`src/hdl/tkc_pkg.sv`:
```
`timescale 1ns / 1ps
package tkc_pkg;

  localparam int unsigned CacheEntriesDef = 16;
  localparam int unsigned TokenBytes      = 7;
  localparam int unsigned TokW            = 56;
  localparam int unsigned LenW            = 3;
  localparam int unsigned FlagW           = 8;
  localparam int unsigned SlotW           = 6;
  localparam int unsigned PeriodReset     = 10;

  typedef enum logic [1:0] {
    ACT_LOOKUP = 2'd0,
    ACT_FILL   = 2'd1,
    ACT_SYNC   = 2'd2,
    ACT_RESYNC = 2'd3
  } action_e;

  typedef enum logic [1:0] {
    KIND_LOOKUP  = 2'd0,
    KIND_FILL    = 2'd1,
    KIND_REQUEST = 2'd2,
    KIND_DONE    = 2'd3
  } kind_e;

  typedef struct packed {
    logic [TokW-1:0]  tok;
    logic [LenW-1:0]  len;
    logic [FlagW-1:0] perm;
    logic [7:0]       cnt;
    logic [7:0]       cd;
  } entry_t;

  localparam int unsigned EntryW = $bits(entry_t);

  // Byte mask covering the first min(len, TokenBytes) bytes.
  function automatic logic [TokW-1:0] tok_mask(input logic [LenW-1:0] len);
    logic [TokW-1:0] m;
    m = '0;
    for (int b = 0; b < TokW / 8; b++) begin
      if ((b < int'(len)) && (b < TokenBytes)) begin
        m[8*b +: 8] = 8'hFF;
      end
    end
    return m;
  endfunction

endpackage

```
`src/hdl/tkc_mem.sv`:
```
`timescale 1ns / 1ps
module tkc_mem #(
  parameter int unsigned Depth = tkc_pkg::CacheEntriesDef,
  parameter int unsigned AddrW = 4
) (
  input  logic                      clk_i,
  input  logic                      rd_en_i,
  input  logic [AddrW-1:0]          rd_addr_i,
  output logic [tkc_pkg::EntryW-1:0] rd_data_o,
  input  logic                      wr_en_i,
  input  logic [AddrW-1:0]          wr_addr_i,
  input  logic [tkc_pkg::EntryW-1:0] wr_data_i
);
  import tkc_pkg::*;

  logic [EntryW-1:0] mem [Depth];
  logic [EntryW-1:0] rd_data_q;

  always_ff @(posedge clk_i) begin
    if (wr_en_i) begin
      mem[wr_addr_i] <= wr_data_i;
    end
    if (rd_en_i) begin
      rd_data_q <= mem[rd_addr_i];
    end
  end

  assign rd_data_o = rd_data_q;

endmodule

```
`src/hdl/tkc_ctrl.sv`:
```
`timescale 1ns / 1ps
module tkc_ctrl #(
  parameter int unsigned Entries = tkc_pkg::CacheEntriesDef,
  parameter int unsigned AddrW   = 4,
  parameter int unsigned CntW    = 5
) (
  input  logic                        clk_i,
  input  logic                        rst_ni,
  input  logic [7:0]                  period_i,
  input  logic                        in_valid_i,
  output logic                        in_stall_o,
  input  logic [1:0]                  action_i,
  input  logic [tkc_pkg::TokW-1:0]    token_value_i,
  input  logic [tkc_pkg::LenW-1:0]    token_length_i,
  input  logic [tkc_pkg::FlagW-1:0]   server_flags_i,
  input  logic                        server_error_i,
  input  logic [tkc_pkg::SlotW-1:0]   target_slot_i,
  output logic                        out_valid_o,
  input  logic                        out_stall_i,
  output logic [1:0]                  result_kind_o,
  output logic                        hit_o,
  output logic [tkc_pkg::FlagW-1:0]   entry_flags_o,
  output logic [tkc_pkg::SlotW-1:0]   entry_slot_o,
  output logic [tkc_pkg::TokW-1:0]    request_token_o,
  output logic [tkc_pkg::LenW-1:0]    request_length_o,
  output logic                        last_o,
  output logic                        rd_en_o,
  output logic [AddrW-1:0]            rd_addr_o,
  input  logic [tkc_pkg::EntryW-1:0]  rd_data_i,
  output logic                        wr_en_o,
  output logic [AddrW-1:0]            wr_addr_o,
  output logic [tkc_pkg::EntryW-1:0]  wr_data_o
);
  import tkc_pkg::*;

  localparam logic [2:0] S_IDLE = 3'd0;
  localparam logic [2:0] S_RD   = 3'd1;
  localparam logic [2:0] S_CMP  = 3'd2;
  localparam logic [2:0] S_FIN  = 3'd3;
  localparam logic [2:0] S_RSR  = 3'd4;
  localparam logic [2:0] S_RSC  = 3'd5;
  localparam logic [2:0] S_EMIT = 3'd6;

  typedef struct packed {
    logic [1:0]       kind;
    logic             hit;
    logic [FlagW-1:0] flags;
    logic [SlotW-1:0] slot;
    logic [TokW-1:0]  tok;
    logic [LenW-1:0]  len;
    logic             last;
  } res_t;

  logic [2:0]       state_q, state_d;
  logic [CntW-1:0]  used_q, used_d;
  logic [CntW-1:0]  idx_q, idx_d;
  logic [1:0]       act_q, act_d;
  logic [TokW-1:0]  tok_q, tok_d;
  logic [TokW-1:0]  mask_q, mask_d;
  logic [LenW-1:0]  len_q, len_d;
  logic [FlagW-1:0] flags_q, flags_d;
  logic             err_q, err_d;
  logic [7:0]       min_cnt_q, min_cnt_d;
  logic [AddrW-1:0] min_pos_q, min_pos_d;
  res_t             pend_q, pend_d;
  logic             out_valid_q, out_valid_d;
  res_t             out_q, out_d;

  entry_t           rd_e, wr_e;
  logic             out_free;
  logic             match;
  logic [7:0]       cd_dec;
  logic [AddrW-1:0] pos;

  assign rd_e     = entry_t'(rd_data_i);
  assign out_free = !out_valid_q || !out_stall_i;
  assign match    = (rd_e.len == len_q) && (((rd_e.tok ^ tok_q) & mask_q) == '0);
  assign cd_dec   = rd_e.cd - 8'd1;
  assign pos      = (used_q < CntW'(Entries)) ? used_q[AddrW-1:0] : min_pos_q;

  always_comb begin
    state_d     = state_q;
    used_d      = used_q;
    idx_d       = idx_q;
    act_d       = act_q;
    tok_d       = tok_q;
    mask_d      = mask_q;
    len_d       = len_q;
    flags_d     = flags_q;
    err_d       = err_q;
    min_cnt_d   = min_cnt_q;
    min_pos_d   = min_pos_q;
    pend_d      = pend_q;
    out_valid_d = out_valid_q && out_stall_i;
    out_d       = out_q;
    rd_en_o     = 1'b0;
    rd_addr_o   = idx_q[AddrW-1:0];
    wr_en_o     = 1'b0;
    wr_addr_o   = idx_q[AddrW-1:0];
    wr_e        = rd_e;

    unique case (state_q)
      S_IDLE: begin
        if (in_valid_i) begin
          act_d   = action_i;
          mask_d  = tok_mask(token_length_i);
          tok_d   = token_value_i & tok_mask(token_length_i);
          len_d   = token_length_i;
          flags_d = server_flags_i;
          err_d   = server_error_i;
          idx_d   = '0;
          pend_d  = '0;
          pend_d.last = 1'b1;
          if (action_i == ACT_RESYNC) begin
            pend_d.kind = KIND_DONE;
            pend_d.slot = target_slot_i;
            if (target_slot_i >= SlotW'(used_q)) begin
              state_d = S_EMIT;
            end else begin
              idx_d   = CntW'(target_slot_i);
              state_d = S_RSR;
            end
          end else if (action_i == ACT_FILL && (server_error_i || server_flags_i == '0)) begin
            pend_d.kind = KIND_FILL;
            state_d     = S_EMIT;
          end else begin
            state_d = S_RD;
          end
        end
      end
      S_RD: begin
        if (idx_q < used_q) begin
          rd_en_o = 1'b1;
          state_d = S_CMP;
        end else begin
          state_d = S_FIN;
        end
      end
      S_CMP: begin
        priority case (act_q)
          ACT_LOOKUP: begin
            if (match) begin
              wr_en_o = 1'b1;
              if (rd_e.perm == '0) begin
                wr_e.len  = '0;
                wr_e.cnt  = '0;
                wr_e.cd   = period_i;
              end else begin
                if (rd_e.cnt != 8'hFF) wr_e.cnt = rd_e.cnt + 8'd1;
                pend_d.hit   = 1'b1;
                pend_d.flags = rd_e.perm;
                pend_d.slot  = SlotW'(idx_q);
              end
              state_d = S_EMIT;
            end else begin
              idx_d   = idx_q + CntW'(1);
              state_d = S_RD;
            end
          end
          ACT_FILL: begin
            if (match) begin
              wr_en_o      = 1'b1;
              wr_e.perm    = flags_q;
              pend_d.kind  = KIND_FILL;
              pend_d.hit   = 1'b1;
              pend_d.flags = flags_q;
              pend_d.slot  = SlotW'(idx_q);
              state_d      = S_EMIT;
            end else begin
              if (idx_q == '0 || rd_e.cnt < min_cnt_q) begin
                min_cnt_d = rd_e.cnt;
                min_pos_d = idx_q[AddrW-1:0];
              end
              idx_d   = idx_q + CntW'(1);
              state_d = S_RD;
            end
          end
          default: begin
            // Sync tick: count down, ask for a recheck on reaching zero.
            wr_e.cd = cd_dec;
            if (cd_dec == 8'd0 && rd_e.len != '0) begin
              if (out_free) begin
                wr_en_o           = 1'b1;
                out_valid_d       = 1'b1;
                out_d             = '0;
                out_d.kind        = KIND_REQUEST;
                out_d.flags       = rd_e.perm;
                out_d.slot        = SlotW'(idx_q);
                out_d.tok         = rd_e.tok;
                out_d.len         = rd_e.len;
                idx_d             = idx_q + CntW'(1);
                state_d           = S_RD;
              end
            end else begin
              wr_en_o = 1'b1;
              idx_d   = idx_q + CntW'(1);
              state_d = S_RD;
            end
          end
        endcase
      end
      S_FIN: begin
        if (act_q == ACT_FILL) begin
          wr_en_o      = 1'b1;
          wr_addr_o    = pos;
          wr_e.tok     = tok_q;
          wr_e.len     = len_q;
          wr_e.perm    = flags_q;
          wr_e.cnt     = 8'd1;
          wr_e.cd      = period_i;
          if (used_q < CntW'(Entries)) used_d = used_q + CntW'(1);
          pend_d.kind  = KIND_FILL;
          pend_d.hit   = 1'b1;
          pend_d.flags = flags_q;
          pend_d.slot  = SlotW'(pos);
        end else if (act_q == ACT_SYNC) begin
          pend_d.kind = KIND_DONE;
        end
        state_d = S_EMIT;
      end
      S_RSR: begin
        rd_en_o = 1'b1;
        state_d = S_RSC;
      end
      S_RSC: begin
        if (rd_e.len != '0) begin
          wr_en_o = 1'b1;
          if (err_q) begin
            wr_e.cd = 8'd1;
          end else if (flags_q == '0) begin
            wr_e.len  = '0;
            wr_e.perm = '0;
            wr_e.cnt  = '0;
            wr_e.cd   = period_i;
          end else begin
            wr_e.perm = flags_q;
            wr_e.cd   = period_i;
          end
          pend_d.hit   = 1'b1;
          pend_d.flags = wr_e.perm;
        end
        state_d = S_EMIT;
      end
      S_EMIT: begin
        if (out_free) begin
          out_valid_d = 1'b1;
          out_d       = pend_q;
          state_d     = S_IDLE;
        end
      end
      default: state_d = S_IDLE;
    endcase
  end

  assign wr_data_o = EntryW'(wr_e);

  always_ff @(posedge clk_i or negedge rst_ni) begin
    if (!rst_ni) begin
      state_q     <= S_IDLE;
      used_q      <= '0;
      out_valid_q <= 1'b0;
    end else begin
      state_q     <= state_d;
      used_q      <= used_d;
      out_valid_q <= out_valid_d;
    end
  end

  always_ff @(posedge clk_i) begin
    idx_q     <= idx_d;
    act_q     <= act_d;
    tok_q     <= tok_d;
    mask_q    <= mask_d;
    len_q     <= len_d;
    flags_q   <= flags_d;
    err_q     <= err_d;
    min_cnt_q <= min_cnt_d;
    min_pos_q <= min_pos_d;
    pend_q    <= pend_d;
    out_q     <= out_d;
  end

  assign in_stall_o       = (state_q != S_IDLE);
  assign out_valid_o      = out_valid_q;
  assign result_kind_o    = out_q.kind;
  assign hit_o            = out_q.hit;
  assign entry_flags_o    = out_q.flags;
  assign entry_slot_o     = out_q.slot;
  assign request_token_o  = out_q.tok;
  assign request_length_o = out_q.len;
  assign last_o           = out_q.last;

endmodule

```
`src/hdl/access_token_cache_top.sv`:
```
`timescale 1ns / 1ps
// Access token cache: associative store of up to CacheEntries tokens with
// least-used replacement and a periodic permission recheck.
// Input channel (in_valid_i / in_stall_o): one word per action - lookup,
// fill from server, sync tick or resync answer. A word is taken only while
// the controller is idle, so one action is in flight at a time.
// Output channel (out_valid_o / out_stall_i): one word per result; the
// final word of an action carries last_o. A sync tick yields one resync
// request per live entry whose countdown reaches zero, then a completion.
// Configuration channel (cfg_valid_i / cfg_ready_o): always ready; the word
// sets the resync period, applied when an entry is appended or reloaded.
// Entries live in a single-port-read synchronous RAM; each scanned entry
// takes a read step, then a compare and write-back step. The next word is
// taken in the cycle after the final result is loaded. A stalled receiver
// holds the output register; a sync scan pauses on an entry until its
// request word can be loaded. Reset clears the fill count and control
// state; the RAM is not cleared. Period resets to 10.
module access_token_cache_top #(
  parameter int unsigned CacheEntries = tkc_pkg::CacheEntriesDef
) (
  input  logic                      clk_i,
  input  logic                      rst_ni,
  input  logic                      cfg_valid_i,
  output logic                      cfg_ready_o,
  input  logic [7:0]                cfg_data_i,
  input  logic                      in_valid_i,
  output logic                      in_stall_o,
  input  logic [1:0]                action_i,
  input  logic [tkc_pkg::TokW-1:0]  token_value_i,
  input  logic [tkc_pkg::LenW-1:0]  token_length_i,
  input  logic [tkc_pkg::FlagW-1:0] server_flags_i,
  input  logic                      server_error_i,
  input  logic [tkc_pkg::SlotW-1:0] target_slot_i,
  output logic                      out_valid_o,
  input  logic                      out_stall_i,
  output logic [1:0]                result_kind_o,
  output logic                      hit_o,
  output logic [tkc_pkg::FlagW-1:0] entry_flags_o,
  output logic [tkc_pkg::SlotW-1:0] entry_slot_o,
  output logic [tkc_pkg::TokW-1:0]  request_token_o,
  output logic [tkc_pkg::LenW-1:0]  request_length_o,
  output logic                      last_o
);
  import tkc_pkg::*;

  localparam int unsigned AddrW = (CacheEntries > 1) ? $clog2(CacheEntries) : 1;
  localparam int unsigned CntW  = $clog2(CacheEntries + 1);

  logic [7:0]       period_q;
  logic             rd_en, wr_en;
  logic [AddrW-1:0] rd_addr, wr_addr;
  logic [EntryW-1:0] rd_data, wr_data;

  // Hold the resync period; writes are taken at any time.
  assign cfg_ready_o = 1'b1;

  always_ff @(posedge clk_i or negedge rst_ni) begin
    if (!rst_ni) begin
      period_q <= 8'(PeriodReset);
    end else if (cfg_valid_i) begin
      period_q <= cfg_data_i;
    end
  end

  tkc_mem #(
    .Depth (CacheEntries),
    .AddrW (AddrW)
  ) u_mem (
    .clk_i     (clk_i),
    .rd_en_i   (rd_en),
    .rd_addr_i (rd_addr),
    .rd_data_o (rd_data),
    .wr_en_i   (wr_en),
    .wr_addr_i (wr_addr),
    .wr_data_i (wr_data)
  );

  tkc_ctrl #(
    .Entries (CacheEntries),
    .AddrW   (AddrW),
    .CntW    (CntW)
  ) u_ctrl (
    .clk_i            (clk_i),
    .rst_ni           (rst_ni),
    .period_i         (period_q),
    .in_valid_i       (in_valid_i),
    .in_stall_o       (in_stall_o),
    .action_i         (action_i),
    .token_value_i    (token_value_i),
    .token_length_i   (token_length_i),
    .server_flags_i   (server_flags_i),
    .server_error_i   (server_error_i),
    .target_slot_i    (target_slot_i),
    .out_valid_o      (out_valid_o),
    .out_stall_i      (out_stall_i),
    .result_kind_o    (result_kind_o),
    .hit_o            (hit_o),
    .entry_flags_o    (entry_flags_o),
    .entry_slot_o     (entry_slot_o),
    .request_token_o  (request_token_o),
    .request_length_o (request_length_o),
    .last_o           (last_o),
    .rd_en_o          (rd_en),
    .rd_addr_o        (rd_addr),
    .rd_data_i        (rd_data),
    .wr_en_o          (wr_en),
    .wr_addr_o        (wr_addr),
    .wr_data_o        (wr_data)
  );

endmodule
```
`config.mk`:
```
export PLATFORM = sky130hd
export DESIGN_NAME = access_token_cache_top
export DESIGN_NICKNAME = d
export VERILOG_FILES = /design/src/hdl/tkc_pkg.sv /design/src/hdl/tkc_mem.sv /design/src/hdl/tkc_ctrl.sv /design/src/hdl/access_token_cache_top.sv
export SDC_FILE = /design/constraint.sdc
export NUM_CORES = 2
export LEC_CHECK = 0
export BUFFER_PORTS_ARGS = -buffer_cell sky130_fd_sc_hd__buf_2
export CAP_MARGIN = 20
export CORE_UTILIZATION = 56
export CTS_BUF_LIST = sky130_fd_sc_hd__clkbuf_16
export DETAILED_ROUTE_END_ITERATION = 10
export PLACE_DENSITY = 0.76
export SYNTH_ARGS = -nofsm -noshare
export SYNTH_HDL_FRONTEND = slang
export SYNTH_SLANG_ARGS = --single-unit
```
`constraint.sdc`:
```
create_clock -name clk_i -period 7.7 [get_ports clk_i]
set_clock_uncertainty 0.1 [all_clocks]
set_input_delay 0.385 -clock clk_i [delete_from_list [all_inputs] [get_ports clk_i]]
set_output_delay 0.385 -clock clk_i [all_outputs]
set_load 0.01 [all_outputs]
```
# Yosys cells after proc, flatten, opt, wreduce, memory -nomap -nowiden
# Memory sizes are Yosys's and may differ from the RTL's. A register that Yosys moved wholly into a read port is not among the register bits.
# Index checks and enable logic that the tools add are counted.
# W data, S select, Z words.
[totals] word_cells=205 n_memories=1 ram_bits=1328 inputBits=89 regBits=254 out_inout_bits=80
[mem_list] memory="u_mem.mem" depth=16 width=83 read_ports=1 rd_clocked_by_memory_dff=1 write_ports=1 line="tkc_mem.sv:16" source="logic [EntryW-1:0] mem [Depth];"
[op_classes] reduce_logical=34 muxes=99 order_cmp=11 n_bitwise=4 addsub=4 eq_ne=28
[op_table] cell="$mux W77" n=5
[op_table] cell="$mux W8" n=30
[op_table] cell="$pmux W77 S2" n=1
[op_table] cell="$and A56 B56 Y56" n=2
[op_table] cell="$mux W83" n=1
[op_table] cell="$pmux W27 S3" n=1
[op_table] cell="$logic_not A56 Y1" n=1
[op_table] cell="$mux W56" n=1
[op_table] cell="$xor A56 B56 Y56" n=1
[op_table] cell="$mux W15" n=3
[op_table] cell="$mux W3" n=12
[op_table] cell="$pmux W9 S4" n=1
[op_table] cell="$mux W5" n=7
[op_table] cell="$logic_not A8 Y1" n=4
[op_table] cell="$pmux W15 S2" n=1
[op_table] cell="$mux W27" n=1
[op_table] cell="$mux W19" n=1
[op_table] cell="$pmux W3 S6" n=1
[op_table] cell="$pmux W6 S3" n=1
[op_table] cell="$mux W17" n=1
[op_table] cell="$mux W16" n=1
[op_table] cell="$pmux W8 S2" n=1
[op_table] cell="$mux W1" n=14
[op_table] cell="$ne A2 B1 Y1 const B" n=7
[op_table] cell="47 further kinds" n=81

# Depth between registers and ports, before layout
[depth] depth_word=9 ltp_mapped=10 depth_no_buf=9

# Hierarchy
# A second synthesis with hierarchy kept.
[unflattened] cells_unflattened=3218 area_unflattened_um2=63355.8
[by_module_without_submodules] mod="tkc_mem" cells_each=2129 area_each_um2=52123.7 seq_area_each_um2=42370.6 instances=1
[by_module_without_submodules] mod="tkc_ctrl" cells_each=1070 area_each_um2=10886.7 seq_area_each_um2=5840.6 instances=1
[by_module_without_submodules] mod="access_token_cache_top" cells_each=19 area_each_um2=345.3 seq_area_each_um2=202.7 instances=1

# Least setup slack after synthesis
# No wires, ideal clock.
[synth_path] path_type="reg-to-reg" start="register u_mem.rd_data_q[0], in the netlist u_mem.rd_data_o[0], read port of u_mem.mem" end="memory u_mem.mem[9][0] in the netlist's numbering (enable)" t_arrival_ns=7.423 n_path_buf=1 stages_incl_launch_ff=11 required_ns=6.974 path_slack_ns=-0.449 synth_period_minus_slack_ns=8.149 setup_time_ns=0.626 cell_sequence="edfxtp_1 inv_1 ha_1 nor3b_1 xnor2_1 and4_1 and3_4 nor2_2 a211oi_4 buf_6 nor3_1"
[synth_between] elab_chain_len=8
[synth_lines] item="from (decl)" line="tkc_mem.sv:17" source="logic [EntryW-1:0] rd_data_q;"
[synth_lines] item="$sub A8 B1 Y8" line="tkc_ctrl.sv:78" source="assign cd_dec = rd_e.cd - 8'd1;"
[synth_lines] item="$logic_not A8 Y1" line="tkc_ctrl.sv:181" source="if (cd_dec == 8'd0 && rd_e.len != '0) begin"
[synth_lines] item="$logic_and A1 B1 Y1" line="tkc_ctrl.sv:181"
[synth_lines] item="$mux W1" line="tkc_ctrl.sv:181"
[synth_lines] item="$mux W1"
[synth_lines] item="$pmux W1 S3" line="tkc_ctrl.sv:102" source="unique case (state_q)"
[synth_lines] item="$mux W1" line="tkc_mem.sv:20" source="if (wr_en_i) begin"
[synth_lines] item="$mux W1 (implied by the code)" line="tkc_mem.sv:21" source="mem[wr_addr_i] <= wr_data_i;"
[synth_lines] item="to (decl)" line="tkc_mem.sv:16"
# Every way passes these cells.

# Worst setup path after layout
[layout_path] start="register u_ctrl.state_q[1]" end="memory u_mem.mem[2][46] in the netlist's numbering (enable)"
[layout_between] elab_chain_len=4 word_cells_on_any_way=7 classes_between="eq/ne (3); mux (4)"
[layout_lines] item="from (decl)" line="tkc_ctrl.sv:54" source="logic [2:0] state_q, state_d;"
[layout_lines] item="from (signal assigned)" line="tkc_ctrl.sv:263" source="state_q <= state_d;"
[layout_lines] item="$eq A3 B3 Y1 / $eq A3 B2 Y1 (equally long branches)" line="tkc_ctrl.sv:102"
[layout_lines] item="$pmux W1 S3" line="tkc_ctrl.sv:102"
[layout_lines] item="$mux W1" line="tkc_mem.sv:20"
[layout_lines] item="$mux W1 (implied by the code)" line="tkc_mem.sv:21"
# Parallel ways exist; a longest one is shown, timed or not.

==> impl_metrics.env <==
export IMPL_status="finished, final reports clean"
export IMPL_dr_pass1_iters=6
export IMPL_p_int_uw=19400
export IMPL_synth_cells=2980
export IMPL_drive_gt1_share_pct=26.8
export IMPL_yosys_register_bits=1615
export IMPL_final_common_cell="edfxtp_1"
export IMPL_setup_worst_path_end_class="register"
export IMPL_antenna_found_initial=6
export IMPL_cts_setup_buffers=0
export IMPL_dpl_worst_slack_ps=2910
export IMPL_cts_tree="built"
export IMPL_remaining_drc_errors=0
export IMPL_worstPathArrival_ps=5230
export IMPL_yosys_warnings=0
export IMPL_use_met2_pct=44.6
export IMPL_gp_congestion=0.848
export IMPL_relSlewSlack_pct=14.6
export IMPL_setup_violations=0
export IMPL_p_total_uw=27800
export IMPL_final_hold_violation_count=0
export IMPL_via_per_inst=6.43
export IMPL_switching_share_pct=30.1
export IMPL_grt_util_all_layers_pct=26.9
export IMPL_synth_nets=3091
export IMPL_cp_start_kind="register"
export IMPL_grt_setup_unrepaired="false"
export IMPL_n_antenna_cell=0
export IMPL_fillers=7096
export IMPL_initial_core_util_pct=56.8
export IMPL_layout_cells_non_filler=4946
export IMPL_wl_um=150000
export IMPL_critPathKind="reg2reg"
export IMPL_htreeDepth=4
export IMPL_r2r_start="u_ctrl.state_q[1]$_DFFE_PN0P_"
export IMPL_grt_pass1_vias=32900
export IMPL_clkTransAtPathRegs_ps=70
export IMPL_critPathRequiredTime_ps=8040
export IMPL_postSynthAreaPerCell_sq_um=21.2
export IMPL_yosys_most_used_dff="edfxtp_1"
export IMPL_cts_sinks=1615
export IMPL_nNetsFinal=3442
export IMPL_cp_common_cell="buf_4"
export IMPL_seq_area_frac_synth_pct=76.7
export IMPL_clock_power_share_pct=27.8
export IMPL_p_seq_share_pct=46.0
export IMPL_cp_max_fo=73
export IMPL_dieArea_sq_um=114000
export IMPL_synthArstFlopShare_pct=1.05
export IMPL_powerDensity_nw_per_um2=384
export IMPL_use_met1_pct=36.3
export IMPL_hpwl_um=80500
export IMPL_globalRouteMet3Util_pct=4.98
export IMPL_busiest_layer="met2"
export IMPL_layout_common_cells="edfxtp_1, mux4_2, nand2_1, buf_2, clkbuf_16"
export IMPL_syn_cell_area_sq_um=63100
export IMPL_synth_cell_types=69
export IMPL_grt_pass1_wl_um=219000
export IMPL_cp_top_family="buffers and inverters"
export IMPL_portBuffers=167
export IMPL_io_pins=169
export IMPL_vias=31800
export IMPL_drv_slew=0
export IMPL_p_leak_uw=0.0234
export IMPL_gr_total_overflow=0
export IMPL_cpMaxStageDelayCell="buf_4"
export IMPL_power_switching_uw=8350
export IMPL_max_cap_viol_count=0
export IMPL_crit_path_cell_trace="nor2b_1 > nand2_1 > nor2_4 > buf_4 > nor2_1 > a21oi_1 > nand2_1 > nor3_2 > buf_4 > buf_4"
export IMPL_placed_area_sq_um=66100
export IMPL_ir_drop_mv=0.242
export IMPL_combPwrFrac_pct=26.3
export IMPL_critPathBufInv=3
export IMPL_max_stage_delay_ps=870
export IMPL_placedCellCount=4557
export IMPL_post_route_period_util_pct=63.6
export IMPL_drt_iter0_markers=3482
export IMPL_synth_edf_count=1598
export IMPL_die_h_um=338
export IMPL_crit_path_start="u_ctrl.state_q[1]$_DFFE_PN0P_"
export IMPL_fin_area_sq_um=72300
export IMPL_worst_pin_slew_ps=1280
export IMPL_worstHoldPathType="in2async"
export IMPL_numCtsBuffers=158
export IMPL_tns_ps=0
export IMPL_areaGrowthSynthToFinish_pct=14.6
export IMPL_fmax_mhz=204
export IMPL_wl_per_cell_um=30.4
export IMPL_clockBufferDepth=3
export IMPL_grt_max_degree=156
export IMPL_layout_min_cycle_time_ps=4900
export IMPL_clk_latency_ps=780
export IMPL_rows=122
export IMPL_coreArea_sq_um=111000
export IMPL_setup_ws_ps=2800
export IMPL_postRouteAntennaNets=0
export IMPL_clock_root_buffer="clkbuf_16"
export IMPL_die_w_um=338
[power groups by stage]
stage | registers (uW) | logic (uW) | clock network [uW]
after floorplan | 12800 | 4690 | 0
after global placement | 12800 | 6870 | 0
after detailed placement | 12900 | 7150 | 0
after CTS | 12800 | 7280 | 7800
after global routing | 12800 | 7720 | 8130
final | 12800 | 7290 | 7710
[final cells by class]
type | count | area, sq um | area share (%)
Multi-Input combinational cell | 1200 | 14200 | 19.6
Sequential cell | 1615 | 48400 | 67.0
Tap cell | 1488 | 1860 | 2.58
Clock buffer | 163 | 4080 | 5.64
Clock inverter | 124 | 1090 | 1.50
Timing Repair Buffer | 330 | 2570 | 3.56
Inverter | 26 | 100 | 0.138
[per-layer routing]
metal,up-vias,share of wire [%]
met3,311,9.1
met5,-,0.035
met1,16700,37
li1,12900,-
met4,8,3.2
met2,1886,50
[worst paths after layout]
path                                               endpoint  slack [ps]  depth (start not counted)
min in group clk_i                u_ctrl.len_q[1]$_DFFE_PP_          60                          1
max in group asynchronous      u_ctrl.used_q[0]$_DFFE_PN0P_        6260                          3
setup reg to reg                 u_mem.mem[2][46]$_DFFE_PP_        2800                         10
setup / recovery                 u_mem.mem[2][46]$_DFFE_PP_        2800                         10
hold reg to reg            u_ctrl.entry_slot_o[4]$_DFFE_PP_         410                          2
hold / removal                      period_q[3]$_DFFE_PN1P_          50                          2
[flip-flops by register name (all words and copies together), names as in the netlist, 7 cells and up]
| signal | flops |
|---|---|
| period_q | 8 |
| u_ctrl.entry_flags_o | 8 |
| u_ctrl.flags_q | 8 |
| u_ctrl.mask_q | 7 |
| u_ctrl.min_cnt_q | 8 |
| u_ctrl.pend_q | 17 |
| u_ctrl.request_token_o | 56 |
| u_ctrl.tok_q | 56 |
| u_mem.mem | 1328 |
| u_mem.rd_data_o | 83 |
[per-stage QoR]
step / hold WS, ps / util, %
final: 49.9 / 65.0
after global routing: 33.9 / 65.0
after CTS: 0.407 / 65.0
after detailed placement: 242 / 59.5
after global placement: 233 / 59.5
after floorplan: -10.6 / -
[synth_stat cells (3+ instances only)]
library cell  count  area share [%]
edfxtp_1       1598              76
mux2i_1           9            0.14
nor2b_1          30            0.30
nor3_2            3           0.048
xor2_1            4           0.056
inv_1            25            0.15
nand2_1         254             1.5
mux2_2           15            0.27
a21o_1           13            0.15
xnor2_1          67            0.93
nor4_1            6           0.060
nand4_1          16            0.16
buf_1            40            0.24
a31oi_1           8           0.079
o22ai_1           9           0.089
a21oi_1          20            0.16
mux4_2          415              15
nand3_1          15            0.12
and3_1           19            0.19
a221o_1           4           0.063
buf_2             9           0.071
o21ai_0          39            0.31
ha_1             22            0.44
a221oi_1          4           0.056
and2_1           86            0.85
a22oi_1           4           0.048
a211o_1           3           0.042
clkbuf_1         87            0.52
o221ai_1          4           0.056
or2_2             5           0.050
nand2b_1          8           0.079
dfrtp_1          15            0.60
nor2_1           36            0.21
nor3_1           25            0.20
o31ai_1           3           0.036
a22o_1           15            0.21
nor2_2            3           0.030
[worst reg2reg max path: cells and delay by family, from the launching register on]
kind / cells / cell delay (ps)
AND/OR/NAND/NOR: 6 / 1500
flip-flops: 1 / 630
buffers and inverters: 3 / 2080
AO/OA/AOI/OAI: 1 / 250
[logic make-up (layout without fill, tap and decap cells)]
group / after synthesis / after routing / share of synthesized area [%]
multiplexers: 439 / 439 / 15.2
buffers and inverters: 165 / 643 / 1.02
AND/OR/NAND/NOR: 521 / 521 / 4.01
XOR/XNOR: 71 / 71 / 0.986
flip-flops: 1615 / 1615 / 76.7
AO/OA/AOI/OAI: 146 / 146 / 1.57
adder cells (fa/ha/maj): 22 / 22 / 0.436
other: 1 / 1 / 0.00594
[timing repair]
action	CTS	global route
hold buffers	95	0
hold endpoints to repair	107	0
gates resized for setup	0	0
(Power assumes the default switching activity.)
